`config.mk`:
```
export PLATFORM = sky130hd
export DESIGN_NAME = pulse_period_averager
export DESIGN_NICKNAME = d
export VERILOG_FILES = /design/src/rtl/ppa_pkg.sv /design/src/rtl/ppa_fifo.sv /design/src/rtl/ppa_front.sv /design/src/rtl/ppa_back.sv /design/src/rtl/pulse_period_averager.sv
export SDC_FILE = /design/constraint.sdc
export NUM_CORES = 1
export LEC_CHECK = 0
export BUFFER_PORTS_ARGS = -buffer_cell sky130_fd_sc_hd__buf_2
export CORE_UTILIZATION = 40
export CTS_BUF_LIST = sky130_fd_sc_hd__clkbuf_4
export DETAILED_ROUTE_END_ITERATION = 8
export HOLD_SLACK_MARGIN = 0.05
export PLACE_DENSITY = 0.52
export SYNTH_ARGS = -nofsm -noshare
export SYNTH_HDL_FRONTEND = slang
export SYNTH_SLANG_ARGS = --single-unit
```
`constraint.sdc`:
```
create_clock -name clk -period 15.7 [get_ports clk]
set_clock_uncertainty 0.1 [all_clocks]
set_input_delay 2.355 -clock clk [delete_from_list [all_inputs] [get_ports clk]]
set_output_delay 2.355 -clock clk [all_outputs]
set_load 0.005 [all_outputs]
```
`src/rtl/ppa_pkg.sv`:
```
// ----------------------------------------------------------------------------
// ppa_pkg
// Shared types and constants of the pulse period averager.
// ----------------------------------------------------------------------------
`default_nettype none

package ppa_pkg;

	localparam int SAMPLE_BITS   = 10;
	localparam int TIME_W        = 32;
	localparam int PERIOD_W      = 16;
	localparam int THR_W         = 10;
	localparam int CFG_IDX_W     = 2;
	localparam int CFG_DATA_W    = 16;

	localparam int SLOT_COUNT_DEF = 10;
	localparam int MID_DEPTH      = 2;
	localparam int OUT_DEPTH      = 4;

	localparam logic [THR_W-1:0]    THRESHOLD_RST = THR_W'(0);
	localparam logic [PERIOD_W-1:0] MIN_PERIOD_RST = PERIOD_W'(20);
	localparam logic [PERIOD_W-1:0] MAX_PERIOD_RST = PERIOD_W'(1400);

	typedef enum logic [CFG_IDX_W-1:0] {
		REG_LEVEL_THRESHOLD = 2'd0,
		REG_MIN_PERIOD      = 2'd1,
		REG_MAX_PERIOD      = 2'd2
	} ppa_reg_t;

	typedef struct packed {
		logic [SAMPLE_BITS-1:0] sample;
		logic [TIME_W-1:0]      time_ms;
	} ppa_in_t;

	typedef struct packed {
		logic                level_high;
		logic [PERIOD_W-1:0] last_period;
		logic                period_accepted;
		logic [PERIOD_W-1:0] average_period;
		logic                ring_filled;
	} ppa_out_t;

	// classified item handed from the front to the back
	typedef struct packed {
		logic                level_high;
		logic [PERIOD_W-1:0] last_period;
		logic                accept;
		logic [PERIOD_W-1:0] span;
	} ppa_evt_t;

endpackage

`default_nettype wire

```
`src/rtl/ppa_fifo.sv`:
```
// ----------------------------------------------------------------------------
// ppa_fifo
// Small register queue with occupancy count, used between the stages.
// ----------------------------------------------------------------------------
`default_nettype none

module ppa_fifo #(
	parameter int WIDTH = 8,
	parameter int DEPTH = 2
) (
	input  wire logic                       clk,
	input  wire logic                       arst_n,
	input  wire logic                       push,
	input  wire logic [WIDTH-1:0]           wdata,
	output logic                            full,
	input  wire logic                       pop,
	output logic [WIDTH-1:0]                rdata,
	output logic                            empty,
	output logic [$clog2(DEPTH+1)-1:0]      count
);

	localparam int IW = (DEPTH > 1) ? $clog2(DEPTH) : 1;
	localparam int CW = $clog2(DEPTH+1);

	logic [WIDTH-1:0] mem_q [DEPTH];
	logic [IW-1:0]    wr_q;
	logic [IW-1:0]    rd_q;
	logic [CW-1:0]    cnt_q;
	logic             do_push;
	logic             do_pop;

	assign full    = (cnt_q == CW'(DEPTH));
	assign empty   = (cnt_q == CW'(0));
	assign count   = cnt_q;
	assign rdata   = mem_q[rd_q];
	assign do_push = push && !full;
	assign do_pop  = pop && !empty;

	always_ff @(posedge clk or negedge arst_n) begin
		if (!arst_n) begin
			wr_q  <= '0;
			rd_q  <= '0;
			cnt_q <= '0;
		end else begin
			if (do_push) begin
				wr_q <= (wr_q == IW'(DEPTH-1)) ? '0 : wr_q + IW'(1);
			end
			if (do_pop) begin
				rd_q <= (rd_q == IW'(DEPTH-1)) ? '0 : rd_q + IW'(1);
			end
			if (do_push && !do_pop) begin
				cnt_q <= cnt_q + CW'(1);
			end else if (do_pop && !do_push) begin
				cnt_q <= cnt_q - CW'(1);
			end
		end
	end

	always_ff @(posedge clk) begin
		if (do_push) begin
			mem_q[wr_q] <= wdata;
		end
	end

endmodule

`default_nettype wire

```
`src/rtl/ppa_front.sv`:
```
// ----------------------------------------------------------------------------
// ppa_front
// Level tracking, crossing detection and period measurement; holds the
// configuration registers.
// ----------------------------------------------------------------------------
`default_nettype none

module ppa_front
	import ppa_pkg::*;
(
	input  wire logic                  clk,
	input  wire logic                  arst_n,
	input  wire logic                  take,
	input  wire ppa_in_t               item,
	output ppa_evt_t                   evt,
	input  wire logic                  cfg_valid,
	output logic                       cfg_ready,
	input  wire logic [CFG_IDX_W-1:0]  cfg_index,
	input  wire logic [CFG_DATA_W-1:0] cfg_data
);

	localparam int CMP_W = (SAMPLE_BITS > THR_W) ? SAMPLE_BITS : THR_W;

	logic [THR_W-1:0]    thr_q;
	logic [PERIOD_W-1:0] min_q;
	logic [PERIOD_W-1:0] max_q;
	logic                level_q;
	logic                meas_q;
	logic [TIME_W-1:0]   start_q;
	logic [PERIOD_W-1:0] latest_q;

	logic [CMP_W-1:0]    smp_x;
	logic [CMP_W-1:0]    thr_x;
	logic                rise;
	logic                fall;
	logic                ends;
	logic                in_range;
	logic                lvl_next;
	logic [TIME_W-1:0]   span;
	logic [PERIOD_W-1:0] latest_next;

	assign cfg_ready = 1'b1;

	always_comb begin
		smp_x    = CMP_W'(item.sample);
		thr_x    = CMP_W'(thr_q);
		rise     = !level_q && (smp_x > thr_x);
		fall     = level_q && (smp_x < thr_x);
		span     = item.time_ms - start_q;
		ends     = rise && meas_q;
		in_range = (span > TIME_W'(min_q)) && (span <= TIME_W'(max_q));
		lvl_next = rise ? 1'b1 : (fall ? 1'b0 : level_q);
		if (ends) begin
			latest_next = (span[TIME_W-1:PERIOD_W] != '0) ? '1 : span[PERIOD_W-1:0];
		end else begin
			latest_next = latest_q;
		end
		evt.level_high  = lvl_next;
		evt.last_period = latest_next;
		evt.accept      = ends && in_range;
		evt.span        = span[PERIOD_W-1:0];
	end

	always_ff @(posedge clk or negedge arst_n) begin
		if (!arst_n) begin
			thr_q    <= THRESHOLD_RST;
			min_q    <= MIN_PERIOD_RST;
			max_q    <= MAX_PERIOD_RST;
			level_q  <= 1'b0;
			meas_q   <= 1'b0;
			start_q  <= '0;
			latest_q <= '0;
		end else begin
			if (cfg_valid && cfg_ready) begin
				case (cfg_index)
					REG_LEVEL_THRESHOLD: thr_q <= cfg_data[THR_W-1:0];
					REG_MIN_PERIOD:      min_q <= cfg_data[PERIOD_W-1:0];
					REG_MAX_PERIOD:      max_q <= cfg_data[PERIOD_W-1:0];
					default: ;
				endcase
			end
			if (take) begin
				level_q  <= lvl_next;
				latest_q <= latest_next;
				if (rise) begin
					meas_q <= !meas_q;
					if (!meas_q) begin
						start_q <= item.time_ms;
					end
				end
			end
		end
	end

endmodule

`default_nettype wire

```
`src/rtl/ppa_back.sv`:
```
// ----------------------------------------------------------------------------
// ppa_back
// Period ring, running sum and average; two-stage pipeline into the
// result queue with credit-based flow control.
// ----------------------------------------------------------------------------
`default_nettype none

module ppa_back
	import ppa_pkg::*;
#(
	parameter int SLOT_COUNT = SLOT_COUNT_DEF
) (
	input  wire logic                         clk,
	input  wire logic                         arst_n,
	input  wire ppa_evt_t                     evt,
	input  wire logic                         evt_empty,
	output logic                              evt_pop,
	input  wire logic [$clog2(OUT_DEPTH+1)-1:0] out_count,
	output logic                              out_push,
	output ppa_out_t                          out_data
);

	localparam int PW      = (SLOT_COUNT > 1) ? $clog2(SLOT_COUNT) : 1;
	localparam int SUM_W   = $clog2(SLOT_COUNT * 65535 + 1);
	localparam int LOG_N   = $clog2(SLOT_COUNT);
	localparam int SHIFT   = SUM_W + LOG_N;
	localparam int RECIP_W = SUM_W + 1;
	localparam int PROD_W  = SUM_W + RECIP_W;
	localparam int OCW     = $clog2(OUT_DEPTH+1);
	localparam logic [63:0] RECIP_C =
		((64'd1 << SHIFT) + 64'(SLOT_COUNT) - 64'd1) / 64'(SLOT_COUNT);
	localparam logic [SUM_W-1:0] SUM_MAX = SUM_W'(SLOT_COUNT * 65535);

	logic [PERIOD_W-1:0] slot_mem [SLOT_COUNT];
	logic [PERIOD_W-1:0] rd_q;
	logic [PW-1:0]       ptr_q;
	logic                filled_q;
	logic [SUM_W-1:0]    sum_q;

	logic                v_s1;
	logic                level_s1;
	logic [PERIOD_W-1:0] last_s1;
	logic                acc_s1;
	logic                filled_s1;
	logic [SUM_W-1:0]    sum_s1;

	logic                v_s2;
	logic                level_s2;
	logic [PERIOD_W-1:0] last_s2;
	logic                acc_s2;
	logic                filled_s2;
	logic [PROD_W-1:0]   prod_s2;

	logic [OCW:0]        used;
	logic                do_acc;
	logic                wrap;
	logic [PERIOD_W-1:0] old_slot;
	logic [SUM_W-1:0]    sum_next;

	// results in flight plus those waiting must leave room for one more
	assign used    = (OCW+1)'(out_count) + (OCW+1)'(v_s1) + (OCW+1)'(v_s2);
	assign evt_pop = !evt_empty && (used < (OCW+1)'(OUT_DEPTH));
	assign do_acc  = evt_pop && evt.accept;
	assign wrap    = (ptr_q == PW'(SLOT_COUNT-1));
	// slots not yet written since reset read as zero
	assign old_slot = filled_q ? rd_q : '0;

	always_comb begin
		sum_next = sum_q;
		if (do_acc) begin
			sum_next = sum_q - SUM_W'(old_slot) + SUM_W'(evt.span);
		end
	end

	always_ff @(posedge clk or negedge arst_n) begin
		if (!arst_n) begin
			ptr_q    <= '0;
			filled_q <= 1'b0;
			sum_q    <= '0;
			v_s1     <= 1'b0;
			v_s2     <= 1'b0;
		end else begin
			v_s1 <= evt_pop;
			v_s2 <= v_s1;
			if (do_acc) begin
				ptr_q    <= wrap ? '0 : ptr_q + PW'(1);
				filled_q <= filled_q || wrap;
				sum_q    <= sum_next;
			end
		end
	end

	always_ff @(posedge clk) begin
		if (do_acc) begin
			slot_mem[ptr_q] <= evt.span;
		end
		rd_q <= slot_mem[ptr_q];

		level_s1  <= evt.level_high;
		last_s1   <= evt.last_period;
		acc_s1    <= evt.accept;
		filled_s1 <= filled_q || (do_acc && wrap);
		sum_s1    <= sum_next;

		level_s2  <= level_s1;
		last_s2   <= last_s1;
		acc_s2    <= acc_s1;
		filled_s2 <= filled_s1;
		// exact floor division by the slot count via reciprocal
		prod_s2   <= PROD_W'(sum_s1) * PROD_W'(RECIP_C[RECIP_W-1:0]);
	end

	assign out_push = v_s2;

	always_comb begin
		out_data.level_high      = level_s2;
		out_data.last_period     = last_s2;
		out_data.period_accepted = acc_s2;
		out_data.average_period  = prod_s2[SHIFT +: PERIOD_W];
		out_data.ring_filled     = filled_s2;
	end

	a_ptr_range: assert property (@(posedge clk) disable iff (!arst_n)
		ptr_q <= PW'(SLOT_COUNT-1))
		else $error("ring pointer out of range");

	a_sum_bound: assert property (@(posedge clk) disable iff (!arst_n)
		sum_q <= SUM_MAX)
		else $error("running sum above slot bound");

	// the slot read register must be refreshed between stored periods
	a_acc_spacing: assert property (@(posedge clk) disable iff (!arst_n)
		do_acc |=> !do_acc)
		else $error("stored periods on adjacent cycles");

	a_filled_sticky: assert property (@(posedge clk) disable iff (!arst_n)
		filled_q |=> filled_q)
		else $error("ring filled flag dropped");

	a_no_overflow: assert property (@(posedge clk) disable iff (!arst_n)
		out_push |-> (out_count < OCW'(OUT_DEPTH)))
		else $error("result queue overflow");

endmodule

`default_nettype wire

```
`src/rtl/pulse_period_averager.sv`:
```
// ----------------------------------------------------------------------------
// pulse_period_averager
// Threshold-crossing pulse period meter with a ring average.
//
// Input queue side: drive sample_item and raise push; the transaction is
// taken at a clock edge with push high and full low. Result queue side: the
// oldest result sits on result while empty is low; pop takes it.
// Configuration: cfg_valid/cfg_ready write channel, cfg_index selects the
// threshold, minimum or maximum period register; cfg_ready is always high.
// Throughput: one transaction per cycle sustained while pop keeps up. Path: a
// taken input passes from the front to the middle queue, the ring/sum stage,
// the reciprocal multiply stage and the result queue before it is visible.
// When pop stalls, the back pipeline stops drawing from the two-entry middle
// queue once the four-entry result queue plus in-flight results is full;
// full then rises and input is held off. Nothing is dropped.
// Reset clears the level and measurement state, the ring pointer, running
// sum and fill flag, and loads the registers with 0, 20 and 1400. Ring
// slots are not swept; unwritten slots read as zero through the fill flag.
// ----------------------------------------------------------------------------
`default_nettype none

module pulse_period_averager
	import ppa_pkg::*;
#(
	parameter int SLOT_COUNT = SLOT_COUNT_DEF
) (
	input  wire logic                  clk,
	input  wire logic                  arst_n,
	input  wire logic                  push,
	output logic                       full,
	input  wire ppa_in_t               sample_item,
	output logic                       empty,
	input  wire logic                  pop,
	output ppa_out_t                   result,
	input  wire logic                  cfg_valid,
	output logic                       cfg_ready,
	input  wire logic [CFG_IDX_W-1:0]  cfg_index,
	input  wire logic [CFG_DATA_W-1:0] cfg_data
);

	localparam int EVT_W = $bits(ppa_evt_t);
	localparam int RES_W = $bits(ppa_out_t);

	logic                         take;
	ppa_evt_t                     evt_in;
	ppa_evt_t                     evt_out;
	logic [EVT_W-1:0]             evt_rdata;
	logic                         mid_full;
	logic                         mid_empty;
	logic                         mid_pop;
	logic                         out_push;
	ppa_out_t                     out_data;
	logic [RES_W-1:0]             res_rdata;
	logic [$clog2(OUT_DEPTH+1)-1:0] out_count;

	assign full      = mid_full;
	assign take      = push && !mid_full;
	assign evt_out   = ppa_evt_t'(evt_rdata);
	assign result    = ppa_out_t'(res_rdata);

	ppa_front u_front (
		.clk       (clk),
		.arst_n    (arst_n),
		.take      (take),
		.item      (sample_item),
		.evt       (evt_in),
		.cfg_valid (cfg_valid),
		.cfg_ready (cfg_ready),
		.cfg_index (cfg_index),
		.cfg_data  (cfg_data)
	);

	ppa_fifo #(
		.WIDTH (EVT_W),
		.DEPTH (MID_DEPTH)
	) u_mid_q (
		.clk    (clk),
		.arst_n (arst_n),
		.push   (take),
		.wdata  (EVT_W'(evt_in)),
		.full   (mid_full),
		.pop    (mid_pop),
		.rdata  (evt_rdata),
		.empty  (mid_empty),
		.count  ()
	);

	ppa_back #(
		.SLOT_COUNT (SLOT_COUNT)
	) u_back (
		.clk       (clk),
		.arst_n    (arst_n),
		.evt       (evt_out),
		.evt_empty (mid_empty),
		.evt_pop   (mid_pop),
		.out_count (out_count),
		.out_push  (out_push),
		.out_data  (out_data)
	);

	ppa_fifo #(
		.WIDTH (RES_W),
		.DEPTH (OUT_DEPTH)
	) u_out_q (
		.clk    (clk),
		.arst_n (arst_n),
		.push   (out_push),
		.wdata  (RES_W'(out_data)),
		.full   (),
		.pop    (pop),
		.rdata  (res_rdata),
		.empty  (empty),
		.count  (out_count)
	);

endmodule

`default_nettype wire
```
==> impl_metrics.csv <==
group,metric,value,unit
clock_network,cts_hold_buf,0,
clock_network,clk_path_buf_depth,3,
clock_network,cts_tree,"done",
critical_path,arrival,7.55,ns
timing,tightest_slew,1.21,ns
timing,max_slew_margin,18.5,%
synth,ys.warnings.count,0,
clock_network,root_buffer,"clkbuf_4",
synth,netlist_area,0.0321,sq mm
global_route,grt.overflow.total,0,
floorplanning,die_h,285,microns
critical_path,r2r-end,"u_back.prod_s2[34]",
drt,drc,0,
floorplanning,die_w,285,microns
synth,syn_area_per_cell,12.9,sq um
global_route,antenna_found_initial,2,
drt,viasPerCell,5.02,
place,dp_hpwl,52600,microns
drt,detail_route.iter0.violations,924,
critical_path,critPathKind,"reg -> reg",
cells_and_area,area_delta_synth_final,12.4,%
synth,ys_types,78,
timing,finalHoldViolations,0,
critical_path,reg2reg_slack,8.84,ns
critical_path,start_kind,"flip-flop",
floorplanning,core_area,0.0791,sq mm
clock_network,path_clk_slew,0.07,ns
drt,wl,72200,microns
floorplanning,start_util,40.5,%
timing,maxSlewViolCount,0,
global_route,grt_max_degree,71,
drt,first_pass_iters,5,
synth,ys.flop_type,"edfxtp_1",
critical_path,endpoint,"u_back.prod_s2[34]",
min_path,hold_path_class,"reg -> reg",
clock_network,clkLatencyLatePin,0.99,ns
synth,synth-edff-count,368,
cells_and_area,mostFrequentLayoutCell,"edfxtp_1",
place,io_buffers,101,
clock_network,cts_sinks,588,
cells_and_area,final_nets,3214,
cells_and_area,final_layout_size_suffix_gt1_share,20.7,%
synth,syn_inst,2476,
floorplanning,io_pins,103,
clock_network,ctsHtreeMaxLevel,4,
timing,timing.fmax,146,MHz
synth,ys_seq_elements,588,
global_route,grt_pass1_vias,21025,
floorplanning,dieArea,0.0813,sq mm
critical_path,critPathRequiredTime,16.39,ns
clock_network,numCtsBuffers,160,
drt,antenna_left,0,
global_route,grt_pass1_wl,116000,microns
clock_network,post_cts_resized,0,
critical_path,cp_max_fo,5,
status,status,"finished clean",
timing,fin_crit_sh,43.7,%
cells_and_area,fin_util,45.6,%
timing,grt_setup_unrepaired,"no",
synth,syn_nets,2986,
drt,wire_per_inst,18.6,microns
clock_network,post_cts_buffers,0,
critical_path,end_kind,"flip-flop",
synth,synth-async-reset-ratio,22.1,%
place,place_congestion,0.866,
critical_path,timing.rr.start,"u_back.sum_s1[10]",
floorplanning,num_rows,103,
critical_path,r2r_cells,22,
cells_and_area,mostFrequentLayoutCells,"edfxtp_1, inv_1, ha_1, clkbuf_4, fa_1",
cells_and_area,fillers,7346,
timing,setup_tns,0,ns
timing,setup_viol,0,
timing,min_period,6.86,ns
critical_path,startpoint,"u_back.sum_s1[10]",
drt,vias,19548,
global_route,grt.total_usage,18.4,%
flow_run,max_cap_violations,0,
synth,yosysSeqAreaShare,50.3,%
==> critical path: stages (launching register included) <==
cell	delay [ns]
dfxtp_1	0.48
ha_1	0.36
fa_1	0.53
ha_1	0.30
inv_1	0.05
fa_1	0.50
inv_1	0.05
fa_1	0.47
fa_1	0.55
inv_1	0.05
fa_1	0.50
inv_1	0.04
ha_1	0.30
a211oi_1	0.23
o21ai_0	0.14
a221oi_1	0.39
a2bb2oi_1	0.37
nand3b_1	0.24
o21ai_0	0.30
nand3_1	0.15
a31oi_1	0.29
nor2_1	0.07
o31a_1	0.24
==> synthesized netlist by cell type, drive strengths merged (5+ instances only) <==
master | number | area, sq um
edfxtp | 368 | 11100
inv | 350 | 1310
ha | 298 | 3730
fa | 147 | 2940
o21ai | 127 | 636
dfrtp | 122 | 3050
a21oi | 105 | 638
nand2 | 105 | 394
nor2 | 99 | 374
dfxtp | 90 | 1800
mux4 | 67 | 1510
mux2 | 57 | 642
clkbuf | 56 | 210
a21o | 47 | 353
xor2 | 40 | 350
nor3 | 37 | 185
xnor2 | 34 | 298
and2 | 33 | 206
mux2i | 32 | 320
a211oi | 26 | 195
nor2b | 25 | 156
nor4 | 21 | 146
nand3 | 20 | 100
o21a | 20 | 150
nand4 | 13 | 81.3
buf | 12 | 75.1
a31oi | 9 | 56.3
or2 | 9 | 56.3
dfstp | 8 | 210
nand2b | 8 | 50.1
nor3b | 7 | 52.6
and3 | 6 | 37.5
o31ai | 6 | 45.0
a211o | 5 | 43.8
o22ai | 5 | 31.3
or3 | 5 | 31.3
==> worst min path at each step <==
stage / end / slack [ns] / cells past startpoint / start
floorplan: u_back.acc_s2 / 0.21 / 0 / u_back.acc_s1
global placement: u_back.last_s2[15] / 0.21 / 0 / u_back.last_s1[15]
detailed placement: u_back.last_s2[14] / 0.21 / 0 / u_back.last_s1[14]
CTS: u_back.last_s2[5] / 0.18 / 0 / u_back.last_s1[5]
global route: u_back.last_s2[5] / 0.19 / 0 / u_back.last_s1[5]
finish: u_back.last_s2[12] / 0.20 / 0 / u_back.last_s1[12]
==> cells by family after synthesis <==
family / Yosys count / share of synthesized area (%)
adder cells (fa/ha/maj): 445 / 20.8
flip-flops: 588 / 50.3
multiplexers: 156 / 7.71
XOR/XNOR: 74 / 2.02
AO/OA/AOI/OAI: 396 / 8.11
AND/OR/NAND/NOR: 398 / 6.09
other: 1 / 0.0117
buffers and inverters: 418 / 4.99
==> state kept, by name, summed over array words and instances (netlist names), 2 cells and up <==
| register | cells |
|---|---|
| u_front.thr_q | 10 |
| u_back.sum_q | 20 |
| u_back.sum_s1 | 20 |
| u_out_q.wr_q | 2 |
| u_back.last_s1 | 16 |
| u_front.max_q | 16 |
| u_back.ptr_q | 4 |
| u_out_q.mem_q | 140 |
| u_back.prod_s2 | 16 |
| u_out_q.count | 3 |
| u_front.start_q | 32 |
| u_back.rd_q | 16 |
| u_back.last_s2 | 16 |
| u_front.min_q | 16 |
| u_front.latest_q | 16 |
| u_mid_q.mem_q | 68 |
| u_mid_q.count | 2 |
| u_back.slot_mem | 160 |
| u_out_q.rd_q | 2 |
==> layer usage <==
layer / track usage (%) / up-vias / share of wire [%]
li1: - / 9352 / -
met1: 23.7 / 9703 / 45
met2: 30.5 / 370 / 49
met3: 3.31 / 123 / 3.6
met4: 7.58 / 0 / 2.7
met5: 0 / - / 0
==> cell type report <==
cell class | count | area (sq um) | area share (%)
Timing Repair Buffer | 134 | 759 | 2.11
Antenna cell | 4 | 10.0 | 0.0278
Sequential cell | 588 | 16100 | 44.7
Inverter | 350 | 1310 | 3.64
Tap cell | 1050 | 1310 | 3.64
Clock buffer | 240 | 1800 | 5.00
Clock inverter | 58 | 320 | 0.889
Multi-Input combinational cell | 1470 | 14400 | 40.0
==> through the flow <==
step                      hold WS [ns]  instances  instance area, sq um  setup WS [ns]
after CTS                        0.177       3890                 36000           8.70
after global placement           0.211       3592                 33900           8.91
after global routing             0.188       3894                 36000           8.37
after floorplan                  0.210       2476                 32100           9.74
after detailed placement         0.212       3592                 33900           8.81
final                            0.204       3894                 36000           8.84
Power is not shown: default switching activity piles up to over one toggle a cycle in this logic, so the estimate is an artifact.
